[src/etok_pkg.sv]
// Shared types and constants for the expression tokenizer.
// Token record, per-character token bundle, and character and code constants.
// No dependencies.
package etok_pkg;

    localparam int CHAR_W     = 8;
    localparam int KIND_W     = 3;
    localparam int OP_W       = 3;
    localparam int VALUE_W    = 32;
    localparam int START_W    = 8;
    localparam int LEN_W      = 9;
    localparam int MAX_TOKENS = 4;
    localparam int CNT_W      = $clog2(MAX_TOKENS + 1);
    localparam int IDX_W      = $clog2(MAX_TOKENS);
    localparam int QUEUE_DEPTH = 4;

    localparam logic [LEN_W-1:0] LEN_SAT = '1;

    typedef enum logic [KIND_W-1:0] {
        KIND_NUMBER   = 3'd0,
        KIND_IDENT    = 3'd1,
        KIND_OPERATOR = 3'd2,
        KIND_BRACKET  = 3'd3,
        KIND_INVALID  = 3'd4,
        KIND_EOL      = 3'd5
    } kind_t;

    typedef enum logic [OP_W-1:0] {
        OP_ADD   = 3'd0,
        OP_SUB   = 3'd1,
        OP_MUL   = 3'd2,
        OP_DIV   = 3'd3,
        OP_POWER = 3'd4,
        OP_MOD   = 3'd5
    } op_t;

    localparam logic [CHAR_W-1:0] CH_SPACE  = 8'h20;
    localparam logic [CHAR_W-1:0] CH_TAB    = 8'h09;
    localparam logic [CHAR_W-1:0] CH_CR     = 8'h0D;
    localparam logic [CHAR_W-1:0] CH_0      = 8'h30;
    localparam logic [CHAR_W-1:0] CH_9      = 8'h39;
    localparam logic [CHAR_W-1:0] CH_LC_A   = 8'h61;
    localparam logic [CHAR_W-1:0] CH_LC_Z   = 8'h7A;
    localparam logic [CHAR_W-1:0] CH_UC_A   = 8'h41;
    localparam logic [CHAR_W-1:0] CH_UC_Z   = 8'h5A;
    localparam logic [CHAR_W-1:0] CH_UNDER  = 8'h5F;
    localparam logic [CHAR_W-1:0] CH_STAR   = 8'h2A;
    localparam logic [CHAR_W-1:0] CH_MINUS  = 8'h2D;
    localparam logic [CHAR_W-1:0] CH_PLUS   = 8'h2B;
    localparam logic [CHAR_W-1:0] CH_SLASH  = 8'h2F;
    localparam logic [CHAR_W-1:0] CH_LPAREN = 8'h28;
    localparam logic [CHAR_W-1:0] CH_RPAREN = 8'h29;
    localparam logic [CHAR_W-1:0] CH_UC_M   = 8'h4D;

    localparam int KW_LEN = 3;
    localparam logic [CHAR_W-1:0] KW_TEXT [KW_LEN] = '{8'h4D, 8'h4F, 8'h44};

    typedef struct packed {
        kind_t                kind;
        op_t                  op;
        logic                 close;
        logic [VALUE_W-1:0]   value;
        logic                 ovf;
        logic [START_W-1:0]   start;
        logic [LEN_W-1:0]     len;
    } token_t;

    typedef struct packed {
        token_t [MAX_TOKENS-1:0] tok;
        logic   [CNT_W-1:0]      count;
    } bundle_t;

endpackage

[src/etok_char_if.sv]
// Character channel: valid/ready handshake with one line character.
// Depends on etok_pkg.
interface etok_char_if import etok_pkg::*; ();
    logic              valid;
    logic              ready;
    logic [CHAR_W-1:0] char_code;
    logic              line_last;

    modport source (output valid, char_code, line_last, input ready);
    modport sink   (input valid, char_code, line_last, output ready);
endinterface

[src/etok_token_if.sv]
// Token channel: valid/ready handshake with one token record.
// Depends on etok_pkg.
interface etok_token_if import etok_pkg::*; ();
    logic                      valid;
    logic                      ready;
    logic [KIND_W-1:0]         token_kind;
    logic [OP_W-1:0]           operator_code;
    logic                      close_bracket;
    logic signed [VALUE_W-1:0] number_value;
    logic                      overflow;
    logic [START_W-1:0]        token_start;
    logic [LEN_W-1:0]          token_length;
    logic                      run_last;

    modport source (output valid, token_kind, operator_code, close_bracket, number_value,
                    overflow, token_start, token_length, run_last, input ready);
    modport sink   (input valid, token_kind, operator_code, close_bracket, number_value,
                    overflow, token_start, token_length, run_last, output ready);
endinterface

[src/etok_front.sv]
// Front end: takes one character per transfer, runs the lexer state and
// builds the bundle of up to three tokens that character completes.
// Depends on etok_pkg and etok_char_if.
module etok_front import etok_pkg::*; #(
    parameter int MAX_LINE = 256
) (
    input  logic         clk,
    input  logic         rst_n,
    etok_char_if.sink    chars,
    output logic         push_valid,
    input  logic         push_ready,
    output bundle_t      push_data
);

    localparam int POS_W = $clog2(MAX_LINE + 1);

    typedef enum logic [1:0] {
        MODE_IDLE  = 2'd0,
        MODE_NUM   = 2'd1,
        MODE_IDENT = 2'd2,
        MODE_SKIP  = 2'd3
    } mode_t;

    mode_t              mode_reg, mode_next;
    logic               held_valid_reg, held_valid_next;
    logic               held_star_reg, held_star_next;
    logic [POS_W-1:0]   pos_reg, pos_next;
    logic [POS_W-1:0]   start_reg, start_next;
    logic [VALUE_W-1:0] acc_reg, acc_next;
    logic               neg_reg, neg_next;
    logic               ovf_reg, ovf_next;
    logic               prev_num_reg, prev_num_next;
    logic [1:0]         kw_reg, kw_next;

    logic [CHAR_W-1:0]  c;
    logic               over, is_digit, is_letter, is_under, is_space, take;
    logic [POS_W-1:0]   pos_inc, ident_off, len_v;
    logic [VALUE_W+3:0] prod;
    logic [VALUE_W+3:0] limit;
    logic [VALUE_W-1:0] dig;
    logic [CNT_W-1:0]   n_cnt;
    bundle_t            bundle;
    logic               accept;

    function automatic token_t tok_make(kind_t kind, op_t op, logic close,
                                        logic [VALUE_W-1:0] value, logic ovf,
                                        logic [POS_W-1:0] start, logic [POS_W-1:0] len);
        token_t t;
        t.kind  = kind;
        t.op    = op;
        t.close = close;
        t.value = value;
        t.ovf   = ovf;
        t.start = START_W'(start);
        if (32'(len) > 32'(LEN_SAT))
            t.len = LEN_SAT;
        else
            t.len = LEN_W'(len);
        return t;
    endfunction

    function automatic logic [VALUE_W-1:0] num_value(logic [VALUE_W-1:0] acc, logic neg,
                                                     logic ovf);
        if (ovf)
            return '0;
        else if (neg)
            return -acc;
        else
            return acc;
    endfunction

    assign accept      = chars.valid && chars.ready;
    assign chars.ready = push_ready;
    assign push_valid  = chars.valid && (n_cnt != '0);
    assign push_data   = bundle;

    always_comb
    begin
        mode_next       = mode_reg;
        held_valid_next = held_valid_reg;
        held_star_next  = held_star_reg;
        start_next      = start_reg;
        acc_next        = acc_reg;
        neg_next        = neg_reg;
        ovf_next        = ovf_reg;
        prev_num_next   = prev_num_reg;
        kw_next         = kw_reg;
        bundle          = '0;
        n_cnt           = '0;
        take            = 1'b1;
        prod            = '0;
        len_v           = '0;

        c         = chars.char_code;
        over      = (pos_reg >= POS_W'(MAX_LINE));
        is_digit  = !over && (c >= CH_0) && (c <= CH_9);
        is_letter = !over && (((c >= CH_LC_A) && (c <= CH_LC_Z)) ||
                              ((c >= CH_UC_A) && (c <= CH_UC_Z)));
        is_under  = !over && (c == CH_UNDER);
        is_space  = !over && ((c == CH_SPACE) || ((c >= CH_TAB) && (c <= CH_CR)));
        dig       = VALUE_W'(c[3:0]);
        pos_inc   = (pos_reg < POS_W'(MAX_LINE)) ? pos_reg + 1'b1 : pos_reg;
        ident_off = pos_reg - start_reg;
        limit     = neg_reg ? (VALUE_W+4)'(33'h0_8000_0000) : (VALUE_W+4)'(33'h0_7FFF_FFFF);

        // token in progress
        case (mode_reg)
            MODE_SKIP:
            begin
                take = 1'b0;
            end
            MODE_NUM:
            begin
                if (is_digit)
                begin
                    take = 1'b0;
                    if (!ovf_reg)
                    begin
                        prod = ({4'b0, acc_reg} << 3) + ({4'b0, acc_reg} << 1) + {4'b0, dig};
                        if (prod > limit)
                            ovf_next = 1'b1;
                        else
                            acc_next = prod[VALUE_W-1:0];
                    end
                end
                else
                begin
                    bundle.tok[n_cnt[IDX_W-1:0]] = tok_make(KIND_NUMBER, OP_ADD, 1'b0,
                        num_value(acc_reg, neg_reg, ovf_reg), ovf_reg, start_reg,
                        pos_reg - start_reg);
                    n_cnt         = n_cnt + 1'b1;
                    prev_num_next = 1'b1;
                    mode_next     = MODE_IDLE;
                end
            end
            MODE_IDENT:
            begin
                if (is_letter || is_digit || is_under)
                begin
                    take = 1'b0;
                    if ((POS_W'(kw_reg) == ident_off) && (ident_off < POS_W'(KW_LEN)) &&
                        (c == KW_TEXT[ident_off[1:0]]))
                        kw_next = kw_reg + 1'b1;
                end
                else
                begin
                    len_v = pos_reg - start_reg;
                    if ((kw_reg == 2'd3) && (len_v == POS_W'(KW_LEN)))
                        bundle.tok[n_cnt[IDX_W-1:0]] = tok_make(KIND_OPERATOR, OP_MOD, 1'b0,
                            '0, 1'b0, start_reg, len_v);
                    else
                        bundle.tok[n_cnt[IDX_W-1:0]] = tok_make(KIND_IDENT, OP_ADD, 1'b0,
                            '0, 1'b0, start_reg, len_v);
                    n_cnt         = n_cnt + 1'b1;
                    prev_num_next = 1'b0;
                    mode_next     = MODE_IDLE;
                end
            end
            default:
            begin
            end
        endcase

        // one-character lookahead for '*' and '-'
        if (take && held_valid_reg)
        begin
            held_valid_next = 1'b0;
            held_star_next  = 1'b0;
            if (held_star_reg)
            begin
                if (!over && (c == CH_STAR))
                begin
                    bundle.tok[n_cnt[IDX_W-1:0]] = tok_make(KIND_OPERATOR, OP_POWER, 1'b0,
                        '0, 1'b0, start_reg, POS_W'(2));
                    take = 1'b0;
                end
                else
                    bundle.tok[n_cnt[IDX_W-1:0]] = tok_make(KIND_OPERATOR, OP_MUL, 1'b0,
                        '0, 1'b0, start_reg, POS_W'(1));
                n_cnt         = n_cnt + 1'b1;
                prev_num_next = 1'b0;
            end
            else if (is_digit)
            begin
                mode_next = MODE_NUM;
                neg_next  = 1'b1;
                ovf_next  = 1'b0;
                acc_next  = dig;
                take      = 1'b0;
            end
            else
            begin
                bundle.tok[n_cnt[IDX_W-1:0]] = tok_make(KIND_OPERATOR, OP_SUB, 1'b0,
                    '0, 1'b0, start_reg, POS_W'(1));
                n_cnt         = n_cnt + 1'b1;
                prev_num_next = 1'b0;
            end
        end

        // fresh character
        if (take)
        begin
            if (is_space)
            begin
            end
            else if (is_digit)
            begin
                mode_next  = MODE_NUM;
                start_next = pos_reg;
                neg_next   = 1'b0;
                ovf_next   = 1'b0;
                acc_next   = dig;
            end
            else if (is_letter)
            begin
                mode_next  = MODE_IDENT;
                start_next = pos_reg;
                kw_next    = (c == CH_UC_M) ? 2'd1 : 2'd0;
            end
            else if (!over && (c == CH_MINUS))
            begin
                if (prev_num_next)
                begin
                    bundle.tok[n_cnt[IDX_W-1:0]] = tok_make(KIND_OPERATOR, OP_SUB, 1'b0,
                        '0, 1'b0, pos_reg, POS_W'(1));
                    n_cnt         = n_cnt + 1'b1;
                    prev_num_next = 1'b0;
                end
                else
                begin
                    held_valid_next = 1'b1;
                    held_star_next  = 1'b0;
                    start_next      = pos_reg;
                end
            end
            else if (!over && (c == CH_STAR))
            begin
                held_valid_next = 1'b1;
                held_star_next  = 1'b1;
                start_next      = pos_reg;
            end
            else if (!over && ((c == CH_PLUS) || (c == CH_SLASH)))
            begin
                bundle.tok[n_cnt[IDX_W-1:0]] = tok_make(KIND_OPERATOR,
                    (c == CH_PLUS) ? OP_ADD : OP_DIV, 1'b0, '0, 1'b0, pos_reg, POS_W'(1));
                n_cnt         = n_cnt + 1'b1;
                prev_num_next = 1'b0;
            end
            else if (!over && ((c == CH_LPAREN) || (c == CH_RPAREN)))
            begin
                bundle.tok[n_cnt[IDX_W-1:0]] = tok_make(KIND_BRACKET, OP_ADD,
                    (c == CH_RPAREN), '0, 1'b0, pos_reg, POS_W'(1));
                n_cnt         = n_cnt + 1'b1;
                prev_num_next = 1'b0;
            end
            else
            begin
                bundle.tok[n_cnt[IDX_W-1:0]] = tok_make(KIND_INVALID, OP_ADD, 1'b0,
                    '0, 1'b0, pos_reg, POS_W'(1));
                n_cnt         = n_cnt + 1'b1;
                prev_num_next = 1'b0;
                mode_next     = MODE_SKIP;
            end
        end

        pos_next = pos_inc;

        // end of line: flush everything, then the end marker
        if (chars.line_last)
        begin
            len_v = pos_inc - start_next;
            if (mode_next == MODE_NUM)
            begin
                bundle.tok[n_cnt[IDX_W-1:0]] = tok_make(KIND_NUMBER, OP_ADD, 1'b0,
                    num_value(acc_next, neg_next, ovf_next), ovf_next, start_next, len_v);
                n_cnt = n_cnt + 1'b1;
            end
            else if (mode_next == MODE_IDENT)
            begin
                if ((kw_next == 2'd3) && (len_v == POS_W'(KW_LEN)))
                    bundle.tok[n_cnt[IDX_W-1:0]] = tok_make(KIND_OPERATOR, OP_MOD, 1'b0,
                        '0, 1'b0, start_next, len_v);
                else
                    bundle.tok[n_cnt[IDX_W-1:0]] = tok_make(KIND_IDENT, OP_ADD, 1'b0,
                        '0, 1'b0, start_next, len_v);
                n_cnt = n_cnt + 1'b1;
            end
            if (held_valid_next)
            begin
                bundle.tok[n_cnt[IDX_W-1:0]] = tok_make(KIND_OPERATOR,
                    held_star_next ? OP_MUL : OP_SUB, 1'b0, '0, 1'b0, start_next, POS_W'(1));
                n_cnt = n_cnt + 1'b1;
            end
            bundle.tok[n_cnt[IDX_W-1:0]] = tok_make(KIND_EOL, OP_ADD, 1'b0, '0, 1'b0,
                '0, '0);
            n_cnt = n_cnt + 1'b1;

            mode_next       = MODE_IDLE;
            held_valid_next = 1'b0;
            held_star_next  = 1'b0;
            pos_next        = '0;
            start_next      = '0;
            acc_next        = '0;
            neg_next        = 1'b0;
            ovf_next        = 1'b0;
            prev_num_next   = 1'b0;
            kw_next         = '0;
        end

        bundle.count = n_cnt;
    end

    always_ff @(posedge clk or negedge rst_n)
    begin
        if (!rst_n)
        begin
            mode_reg       <= MODE_IDLE;
            held_valid_reg <= 1'b0;
            held_star_reg  <= 1'b0;
            pos_reg        <= '0;
            start_reg      <= '0;
            acc_reg        <= '0;
            neg_reg        <= 1'b0;
            ovf_reg        <= 1'b0;
            prev_num_reg   <= 1'b0;
            kw_reg         <= '0;
        end
        else if (accept)
        begin
            mode_reg       <= mode_next;
            held_valid_reg <= held_valid_next;
            held_star_reg  <= held_star_next;
            pos_reg        <= pos_next;
            start_reg      <= start_next;
            acc_reg        <= acc_next;
            neg_reg        <= neg_next;
            ovf_reg        <= ovf_next;
            prev_num_reg   <= prev_num_next;
            kw_reg         <= kw_next;
        end
    end

endmodule

[src/etok_queue.sv]
// Bundle queue between the front end and the token serializer.
// Depends on etok_pkg.
module etok_queue import etok_pkg::*; (
    input  logic    clk,
    input  logic    rst_n,
    input  logic    push_valid,
    output logic    push_ready,
    input  bundle_t push_data,
    output logic    pop_valid,
    input  logic    pop_ready,
    output bundle_t pop_data
);

    localparam int PTR_W = $clog2(QUEUE_DEPTH);

    bundle_t            entry_reg [QUEUE_DEPTH];
    logic [PTR_W-1:0]   wr_ptr_reg, rd_ptr_reg;
    logic [PTR_W:0]     count_reg, count_next;
    logic               do_push, do_pop;

    assign push_ready = (count_reg != (PTR_W+1)'(QUEUE_DEPTH));
    assign pop_valid  = (count_reg != '0);
    assign pop_data   = entry_reg[rd_ptr_reg];
    assign do_push    = push_valid && push_ready;
    assign do_pop     = pop_valid && pop_ready;

    always_comb
    begin
        count_next = count_reg;
        if (do_push && !do_pop)
            count_next = count_reg + 1'b1;
        else if (do_pop && !do_push)
            count_next = count_reg - 1'b1;
    end

    always_ff @(posedge clk or negedge rst_n)
    begin
        if (!rst_n)
        begin
            wr_ptr_reg <= '0;
            rd_ptr_reg <= '0;
            count_reg  <= '0;
        end
        else
        begin
            if (do_push)
                wr_ptr_reg <= wr_ptr_reg + 1'b1;
            if (do_pop)
                rd_ptr_reg <= rd_ptr_reg + 1'b1;
            count_reg <= count_next;
        end
    end

    always_ff @(posedge clk)
    begin
        if (do_push)
            entry_reg[wr_ptr_reg] <= push_data;
    end

endmodule

[src/etok_back.sv]
// Back end: unpacks one bundle at a time and drives its tokens onto the
// token channel through an output register, marking the last of each bundle.
// Depends on etok_pkg and etok_token_if.
module etok_back import etok_pkg::*; (
    input  logic          clk,
    input  logic          rst_n,
    input  logic          pop_valid,
    output logic          pop_ready,
    input  bundle_t       pop_data,
    etok_token_if.source  tokens
);

    bundle_t          cur_reg;
    logic             cur_valid_reg;
    logic [IDX_W-1:0] idx_reg;
    logic             out_valid_reg;
    token_t           out_tok_reg;
    logic             out_last_reg;
    logic             load, cur_last, do_pop;

    assign load      = cur_valid_reg && (!out_valid_reg || tokens.ready);
    assign cur_last  = ((CNT_W'(idx_reg) + 1'b1) == cur_reg.count);
    assign pop_ready = !cur_valid_reg || (load && cur_last);
    assign do_pop    = pop_valid && pop_ready;

    always_ff @(posedge clk or negedge rst_n)
    begin
        if (!rst_n)
        begin
            cur_valid_reg <= 1'b0;
            idx_reg       <= '0;
            out_valid_reg <= 1'b0;
        end
        else
        begin
            if (do_pop)
            begin
                cur_valid_reg <= 1'b1;
                idx_reg       <= '0;
            end
            else if (load && cur_last)
                cur_valid_reg <= 1'b0;
            else if (load)
                idx_reg <= idx_reg + 1'b1;

            if (load)
                out_valid_reg <= 1'b1;
            else if (tokens.ready)
                out_valid_reg <= 1'b0;
        end
    end

    always_ff @(posedge clk)
    begin
        if (do_pop)
            cur_reg <= pop_data;
        if (load)
        begin
            out_tok_reg  <= cur_reg.tok[idx_reg];
            out_last_reg <= cur_last;
        end
    end

    assign tokens.valid         = out_valid_reg;
    assign tokens.token_kind    = out_tok_reg.kind;
    assign tokens.operator_code = out_tok_reg.op;
    assign tokens.close_bracket = out_tok_reg.close;
    assign tokens.number_value  = out_tok_reg.value;
    assign tokens.overflow      = out_tok_reg.ovf;
    assign tokens.token_start   = out_tok_reg.start;
    assign tokens.token_length  = out_tok_reg.len;
    assign tokens.run_last      = out_last_reg;

endmodule

[src/expression_tokenizer.sv]
// Expression line tokenizer, top level: front end, bundle queue, back end.
// Depends on etok_pkg, etok_char_if, etok_token_if, etok_front, etok_queue, etok_back.
//
//   channel  | dir | payload                                          | last mark
//   ---------+-----+--------------------------------------------------+----------
//   chars    | in  | char_code, line_last                             | line_last
//   tokens   | out | token_kind, operator_code, close_bracket,        | run_last
//            |     | number_value, overflow, token_start, token_length|
//
// One character per cycle is taken while the queue has room; a character that
// completes k tokens puts them on the token port (k is 0 to 3), one per cycle from
// the back end while tokens.ready is high, via the bundle and output registers.
// A four-entry bundle queue absorbs bursts; chars.ready drops only when it is full.
// Reset clears the line state and the queue; no token is valid after reset.
module expression_tokenizer import etok_pkg::*; #(
    parameter int MAX_LINE = 256
) (
    input  logic         clk,
    input  logic         rst_n,
    etok_char_if.sink    chars,
    etok_token_if.source tokens
);

    logic    push_valid, push_ready, pop_valid, pop_ready;
    bundle_t push_data, pop_data;

    etok_front #(
        .MAX_LINE (MAX_LINE)
    ) u_front (
        .clk        (clk),
        .rst_n      (rst_n),
        .chars      (chars),
        .push_valid (push_valid),
        .push_ready (push_ready),
        .push_data  (push_data)
    );

    etok_queue u_queue (
        .clk        (clk),
        .rst_n      (rst_n),
        .push_valid (push_valid),
        .push_ready (push_ready),
        .push_data  (push_data),
        .pop_valid  (pop_valid),
        .pop_ready  (pop_ready),
        .pop_data   (pop_data)
    );

    etok_back u_back (
        .clk       (clk),
        .rst_n     (rst_n),
        .pop_valid (pop_valid),
        .pop_ready (pop_ready),
        .pop_data  (pop_data),
        .tokens    (tokens)
    );

    // end marker always closes its character's run
    a_eol_last: assert property (@(posedge clk) disable iff (!rst_n)
        (tokens.valid && (tokens.token_kind == KIND_EOL)) |-> tokens.run_last)
        else $error("end-of-line token without run_last");

    // only number tokens carry a value or overflow
    a_value_kind: assert property (@(posedge clk) disable iff (!rst_n)
        (tokens.valid && (tokens.token_kind != KIND_NUMBER)) |->
        ((tokens.number_value == '0) && !tokens.overflow))
        else $error("value on non-number token");

    // overflowed number reads as zero
    a_ovf_zero: assert property (@(posedge clk) disable iff (!rst_n)
        (tokens.valid && tokens.overflow) |-> (tokens.number_value == '0))
        else $error("overflow with nonzero value");

    // a bundle pushed into the queue is never empty
    a_bundle_nonempty: assert property (@(posedge clk) disable iff (!rst_n)
        (push_valid && push_ready) |-> (push_data.count != '0))
        else $error("empty bundle pushed");

endmodule
[src/flat_wrapper.sv]
// flat-port wrapper written by rule: the top's interface ports become plain ports
module expression_tokenizer_flat import etok_pkg::*;
#(
    parameter int MAX_LINE = 256
)
  (clk, rst_n, chars_valid, chars_char_code, chars_line_last, chars_ready, tokens_valid, tokens_token_kind, tokens_operator_code, tokens_close_bracket, tokens_number_value, tokens_overflow, tokens_token_start, tokens_token_length, tokens_run_last, tokens_ready);
  etok_char_if chars_i ();
  etok_token_if tokens_i ();
  input  logic clk;
  input  logic rst_n;
  input wire logic [$bits(chars_i.valid)-1:0] chars_valid;
  input wire logic [$bits(chars_i.char_code)-1:0] chars_char_code;
  input wire logic [$bits(chars_i.line_last)-1:0] chars_line_last;
  output wire logic [$bits(chars_i.ready)-1:0] chars_ready;
  output wire logic [$bits(tokens_i.valid)-1:0] tokens_valid;
  output wire logic [$bits(tokens_i.token_kind)-1:0] tokens_token_kind;
  output wire logic [$bits(tokens_i.operator_code)-1:0] tokens_operator_code;
  output wire logic [$bits(tokens_i.close_bracket)-1:0] tokens_close_bracket;
  output wire logic [$bits(tokens_i.number_value)-1:0] tokens_number_value;
  output wire logic [$bits(tokens_i.overflow)-1:0] tokens_overflow;
  output wire logic [$bits(tokens_i.token_start)-1:0] tokens_token_start;
  output wire logic [$bits(tokens_i.token_length)-1:0] tokens_token_length;
  output wire logic [$bits(tokens_i.run_last)-1:0] tokens_run_last;
  input wire logic [$bits(tokens_i.ready)-1:0] tokens_ready;
  assign chars_i.valid = chars_valid;
  assign chars_i.char_code = chars_char_code;
  assign chars_i.line_last = chars_line_last;
  assign chars_ready = chars_i.ready;
  assign tokens_valid = tokens_i.valid;
  assign tokens_token_kind = tokens_i.token_kind;
  assign tokens_operator_code = tokens_i.operator_code;
  assign tokens_close_bracket = tokens_i.close_bracket;
  assign tokens_number_value = tokens_i.number_value;
  assign tokens_overflow = tokens_i.overflow;
  assign tokens_token_start = tokens_i.token_start;
  assign tokens_token_length = tokens_i.token_length;
  assign tokens_run_last = tokens_i.run_last;
  assign tokens_i.ready = tokens_ready;
  expression_tokenizer #(.MAX_LINE(MAX_LINE)) u_core (.clk(clk), .rst_n(rst_n), .chars(chars_i), .tokens(tokens_i));
endmodule
[config.mk]
export PLATFORM = sky130hd
export DESIGN_NAME = expression_tokenizer_flat
export DESIGN_NICKNAME = d
export VERILOG_FILES = /design/src/etok_pkg.sv /design/src/etok_char_if.sv /design/src/etok_token_if.sv /design/src/etok_front.sv /design/src/etok_queue.sv /design/src/etok_back.sv /design/src/expression_tokenizer.sv /design/src/flat_wrapper.sv
export SDC_FILE = /design/constraint.sdc
export NUM_CORES = 1
export LEC_CHECK = 0
export BUFFER_PORTS_ARGS = -buffer_cell sky130_fd_sc_hd__buf_4
export CORE_MARGIN = 1
export CORE_UTILIZATION = 55
export DETAILED_ROUTE_END_ITERATION = 10
export PLACE_DENSITY = 0.71
export REMOVE_ABC_BUFFERS = 1
export SYNTH_ARGS = -nofsm -noshare
export SYNTH_HDL_FRONTEND = slang
export SYNTH_SLANG_ARGS = --single-unit
[constraint.sdc]
create_clock -name clk -period 15.6 [get_ports clk]
set_clock_uncertainty 0.15 [all_clocks]
set_input_delay 2.34 -clock clk [delete_from_list [all_inputs] [get_ports clk]]
set_output_delay 2.34 -clock clk [all_outputs]
set_load 0.01 [all_outputs]
* After elaboration in Yosys (flattened, before gate mapping) *
Memory sizes are Yosys's and may differ from the RTL's. A register that Yosys moved wholly into a read port is not among the register bits.
Cells that the tools add are included.

storage, ports and cells
  bits in registers = 128
  latch bits = 0
  RAM bits = 924
  memory bits (read-only) = 0
  input bits = 13
  output and inout port bits = 60
  logic and storage cells = 385
  memories kept = 1

cells by class
  add/sub/neg operators = 19
  multiply operators = 0
  divide/modulo/power cells = 0
  $lt $le $gt $ge = 24
  equality and inequality tests = 23
  shift-type cells = 0
  muxes and demuxes = 240
  bitwise operators = 4
  reduce and logical (&&, ||, !) cells = 50

memory list
  name                      words  bits a word  read ports  clocked after memory_dff  wr ports  RTL line          source
  u_core.u_queue.entry_reg  4      231          1           1                         1         etok_queue.sv:16  bundle_t entry_reg [QUEUE_DEPTH];

operators by type and width
  cell                                                                   count
  228-bit two-way mux                                                    20
  228-bit bitwise mux                                                    11
  32-bit two-way mux                                                     18
  57-bit demux with 2-bit select                                         5
  9-bit two-way mux                                                      60
  57-bit two-way mux                                                     6
  220-bit bitwise AND                                                    1
  220-bit inverter                                                       1
  57-bit binary-select mux with 2-bit select                             1
  56-bit two-way mux                                                     2
  56-bit one-hot mux with 2 select lines                                 1
  32-bit negation                                                        2
  1-bit two-way mux                                                      63
  8-bit by 6-bit equality test with 1-bit output, second input constant  7
  2-bit two-way mux                                                      27
  3-bit two-way mux                                                      18
  50-bit two-way mux                                                     1
  35-bit by 33-bit adder with 36-bit output                              1
  36-bit by 4-bit adder with 36-bit output                               1
  36-bit by 32-bit greater-than comparator with 1-bit output             1
  1-bit logical AND                                                      30
  3-bit by 1-bit adder with 3-bit output, second input constant          6
  9-bit by 2-bit equality test with 1-bit output, second input constant  2
  2-bit by 3-bit < comparator with 1-bit output, second input constant   6
  36 further kinds                                                       69

* Longest topological paths before layout *
  word-level depth = 35
  depth in mapped cells = 28
  mapped depth without buffers = 26

* Cells and area by module *
A second synthesis with hierarchy kept.

second synthesis, totals
  cell total of the unflattened synthesis = 3519
  area total of the unflattened synthesis = 56830.8 um2

by module, submodules not included
  module      times used  cells an instance  area each (um2)  sequential area each (um2)
  etok_queue  1           1242               33733.6          27921.8
  etok_front  1           1884               12751.0          1476.4
  etok_back   1           393                10346.2          8778.4

* Worst setup path before layout *
No wires, ideal clock.

  kind = input port to flip-flop
  start = in chars_char_code[2]
  end = mem u_core.u_queue.entry_reg[0][0] (netlist name), enable pin
  library setup time = 621 ps
  data arrival time = 12395 ps
  data required time = 14829 ps
  setup slack = 2434 ps
  cell stages on the path = 22
  buffers on the path = 2
  cells stage by stage = clkbuf_1 or4_1 a21oi_1 o21ai_0 a21o_1 buf_2 inv_1 ha_1 o211ai_1 a21oi_1 ha_1 mux2i_1 ha_1 mux2_2 ha_1 mux2_2 ha_1 xnor3_1 nor2_1 xor2_1 o31a_1 and2_1

RTL lines
  element      RTL line            source
  from (decl)  flat_wrapper.sv:12  input wire logic [$bits(chars_i.char_code)-1:0] chars_char_code;
  to (decl)    etok_queue.sv:16

==> metrics.cfg <==
[run_status]
status = complete, no violations

[pwr]
power_density_nw_per_um2 = 190
worst_ir_drop_vdd_mv = 0.181
p_leak_nw = 21.0

[synth]
ys_ff_latch = 1283
ys_warn_count = 0
synth_area_leaders = edfxtp_1, mux4_2, ha_1
syn_area_per_cell_sq_um = 16.1
yosysSeqAreaShare_pct = 67.5
netlist.area_leader.share_pct = 64.4
netlist_area_sq_um = 56600
synth_cell_types = 90
yosys.area.top_type = edfxtp_1
yosys-top-cells-count = edfxtp_1, mux4_2, nor2_1, nand2_1, ha_1
synth_edf_count = 1213
synthFlopType = edfxtp_1
ys_async_sr_fraction_pct = 5.46
syn-instance-count = 3506
synth_most_common_cell = edfxtp_1

[routing]
wl_mm = 132
antenna_left = 0
drt_iter0_drc = 3705
dr_total_vias = 32200
viasPerCell = 6.40
detail_route.drc_violations = 0
dr.pass1.iters = 6
wl_per_cell_microns = 26.1

[worst_setup_path]
reg2reg_to = u_core.u_queue.entry_reg[1][42]$_DFFE_PP_
cp_cell_sequence = buf_4 -> ha_1 -> ha_1 -> fa_1 -> a211oi_1 -> o211ai_1 -> a211oi_1 -> nor2_1 -> mux2_2 -> nor2_1 -> inv_1 -> ha_1 -> nand2_1 -> nor3_1 -> nand4b_1 -> a221oi_1 -> o211ai_1 -> nor4_2 -> a31oi_1 -> o31ai_1 -> o211a_1 -> a41oi_1 -> xnor2_1 -> o22ai_1
rr_worst_depth = 22
endpoint_kind = flop
cp.depth = 24
cp_max_fo = 19
cpMostUsedCell = ha_1
required_ns = 15.85
path_buf_inv = 2
cp_top_family = compound AO/OA/AOI/OAI gates
crit_type = input pin to flop
arrival_ns = 10.40
max_stage_delay_ns = 0.87
worstSetupStartpoint = chars_char_code[2]
crit_path_top_delay_cell = o211a_1
r2r-start = u_core.u_front.acc_reg[0]$_DFFE_PN0P_
setup.worst_path.end = u_core.u_queue.entry_reg[1][42]$_DFFE_PP_
r2r_slack_ns = 6.75
crit_path_start_kind = input pin

[cells_and_area]
fillers = 7420
fin_nets = 3721
largest_register_ffs = 924
drive_above_1_share_pct = 17.6
area_growth_pct = 10.2

[job]
drv_cap = 0

[sta]
fin_crit_sh_pct = 65.1
fmax_mhz = 98.5
finalMaxSlewViolations = 0
tightestPinTransition_ns = 1.31
period_needed_ns = 10.15
rsz0062_at_grt = no
hold_violations = 0
setup_viol = 0
slew_headroom_pct = 11.7
worst_slack_ns = 5.45
tns_ns = 0

[floorplan]
initial_core_util_pct = 55.5
die_area_sq_um = 104000
rows = 117
fp.dieH_microns = 323
io_pins = 73
die_w_microns = 323
coreArea_sq_um = 102000

[clock_network]
clock-sinks = 1283
cts_root_buffer = clkbuf_16
clkSlewWorstSetupHoldPaths_ns = 0.06
clock_path_buffers = 3
cts_hold_buf = 0
post_cts_buffers = 0
cts_tree = yes
cts_resized = 0
clkLatencyLatePin_ns = 0.73
h-tree-depth = 3
numCtsBuffers = 121

[placement]
place_ws_ns = 5.07
globalplace.congestion = 0.962
port_buffers = 72
hpwl_mm = 81.6

[grt]
grt_pass1_wl_mm = 200
grt_max_degree = 127
overflow = 0
antenna_found_initial = 5
grt_pass1_vias = 31900
gr-usage-all-layers_pct = 25.7

[hold_path]
hp-start = u_core.u_back.cur_valid_reg$_DFFE_PN0P_
hp-class = flop to flop

report_power, final:
part	internal [mW]	switching, mW
combinational	1.41	2.14
clock	1.56	1.24
sequential	5.17	0.361
total	8.14	3.74
cell type report:
class	instances	area, sq um	share of cell area, %
sequential	1283	38200	61.2
inverter	84	315	0.506
clock inverter	70	574	0.921
antenna	1	2.50	0.00401
multi-input combinational	1955	17400	27.9
clock buffer	156	3240	5.19
tap	1368	1710	2.74
timing repair buffer	116	933	1.50
kinds of logic after synthesis:
group / share of synthesized area [%]
mux: 12.0
fa+ha+maj: 3.32
xor+xnor: 1.91
compound gates: 6.70
simple gates: 6.70
flops: 67.5
buf+inv: 1.84
per-stage QoR:
stage	power [mW]	cells	hold slack (ns)	util, %	cell area [sq um]
2_1_floorplan	8.50	3322	0.292	-	55800
3_3_place_gp	9.07	4806	0.334	57.5	58500
3_5_place_dp	9.16	4806	0.340	57.5	58500
4_1_cts	12.0	5032	0.349	61.2	62400
5_1_grt	12.4	5032	0.356	61.2	62400
6_report	11.9	5033	0.344	61.2	62400
metal layers:
layer	wire length [microns]	track usage [%]	up-vias	share of wire, %
met5	20	0	-	0.015
met4	2560	6.61	4	1.9
met3	10200	4.13	183	7.7
met2	61600	39.7	1353	47
met1	57200	38.5	16600	43
li1	-	-	14100	-
layout by cell type (no fill, tap or decap), drive strengths merged, types with 23 or more instances in the layout:
master	synthesis	routed
a21oi	126	126
clkbuf	119	156
nand2	225	225
nand2b	26	26
clkinv	0	54
and2	23	23
xnor2	69	69
nor2	265	265
a31oi	46	46
a22o	28	28
nor3	36	36
buf	65	116
mux4	288	288
nand3	63	63
o211ai	30	30
o22ai	56	56
a21o	25	25
edfxtp	1213	1213
nand4	37	37
dfrtp	70	70
inv	84	89
xor2	51	51
o21ai	109	109
ha	142	142
how the worst min path moves through the flow:
stage / endpoint / slack [ns] / cells after the start
after floorplan: u_core.u_back.tokens.valid$_DFFE_PN0P_ / 0.29 / 1
after global placement: u_core.u_back.tokens.valid$_DFFE_PN0P_ / 0.33 / 1
after detailed placement: u_core.u_back.tokens.valid$_DFFE_PN0P_ / 0.34 / 1
after CTS: u_core.u_back.tokens.valid$_DFFE_PN0P_ / 0.35 / 1
after global routing: u_core.u_back.tokens.valid$_DFFE_PN0P_ / 0.36 / 1
final: u_core.u_back.tokens.valid$_DFFE_PN0P_ / 0.34 / 1
No activity file was read; power rests on OpenSTA's default activity.
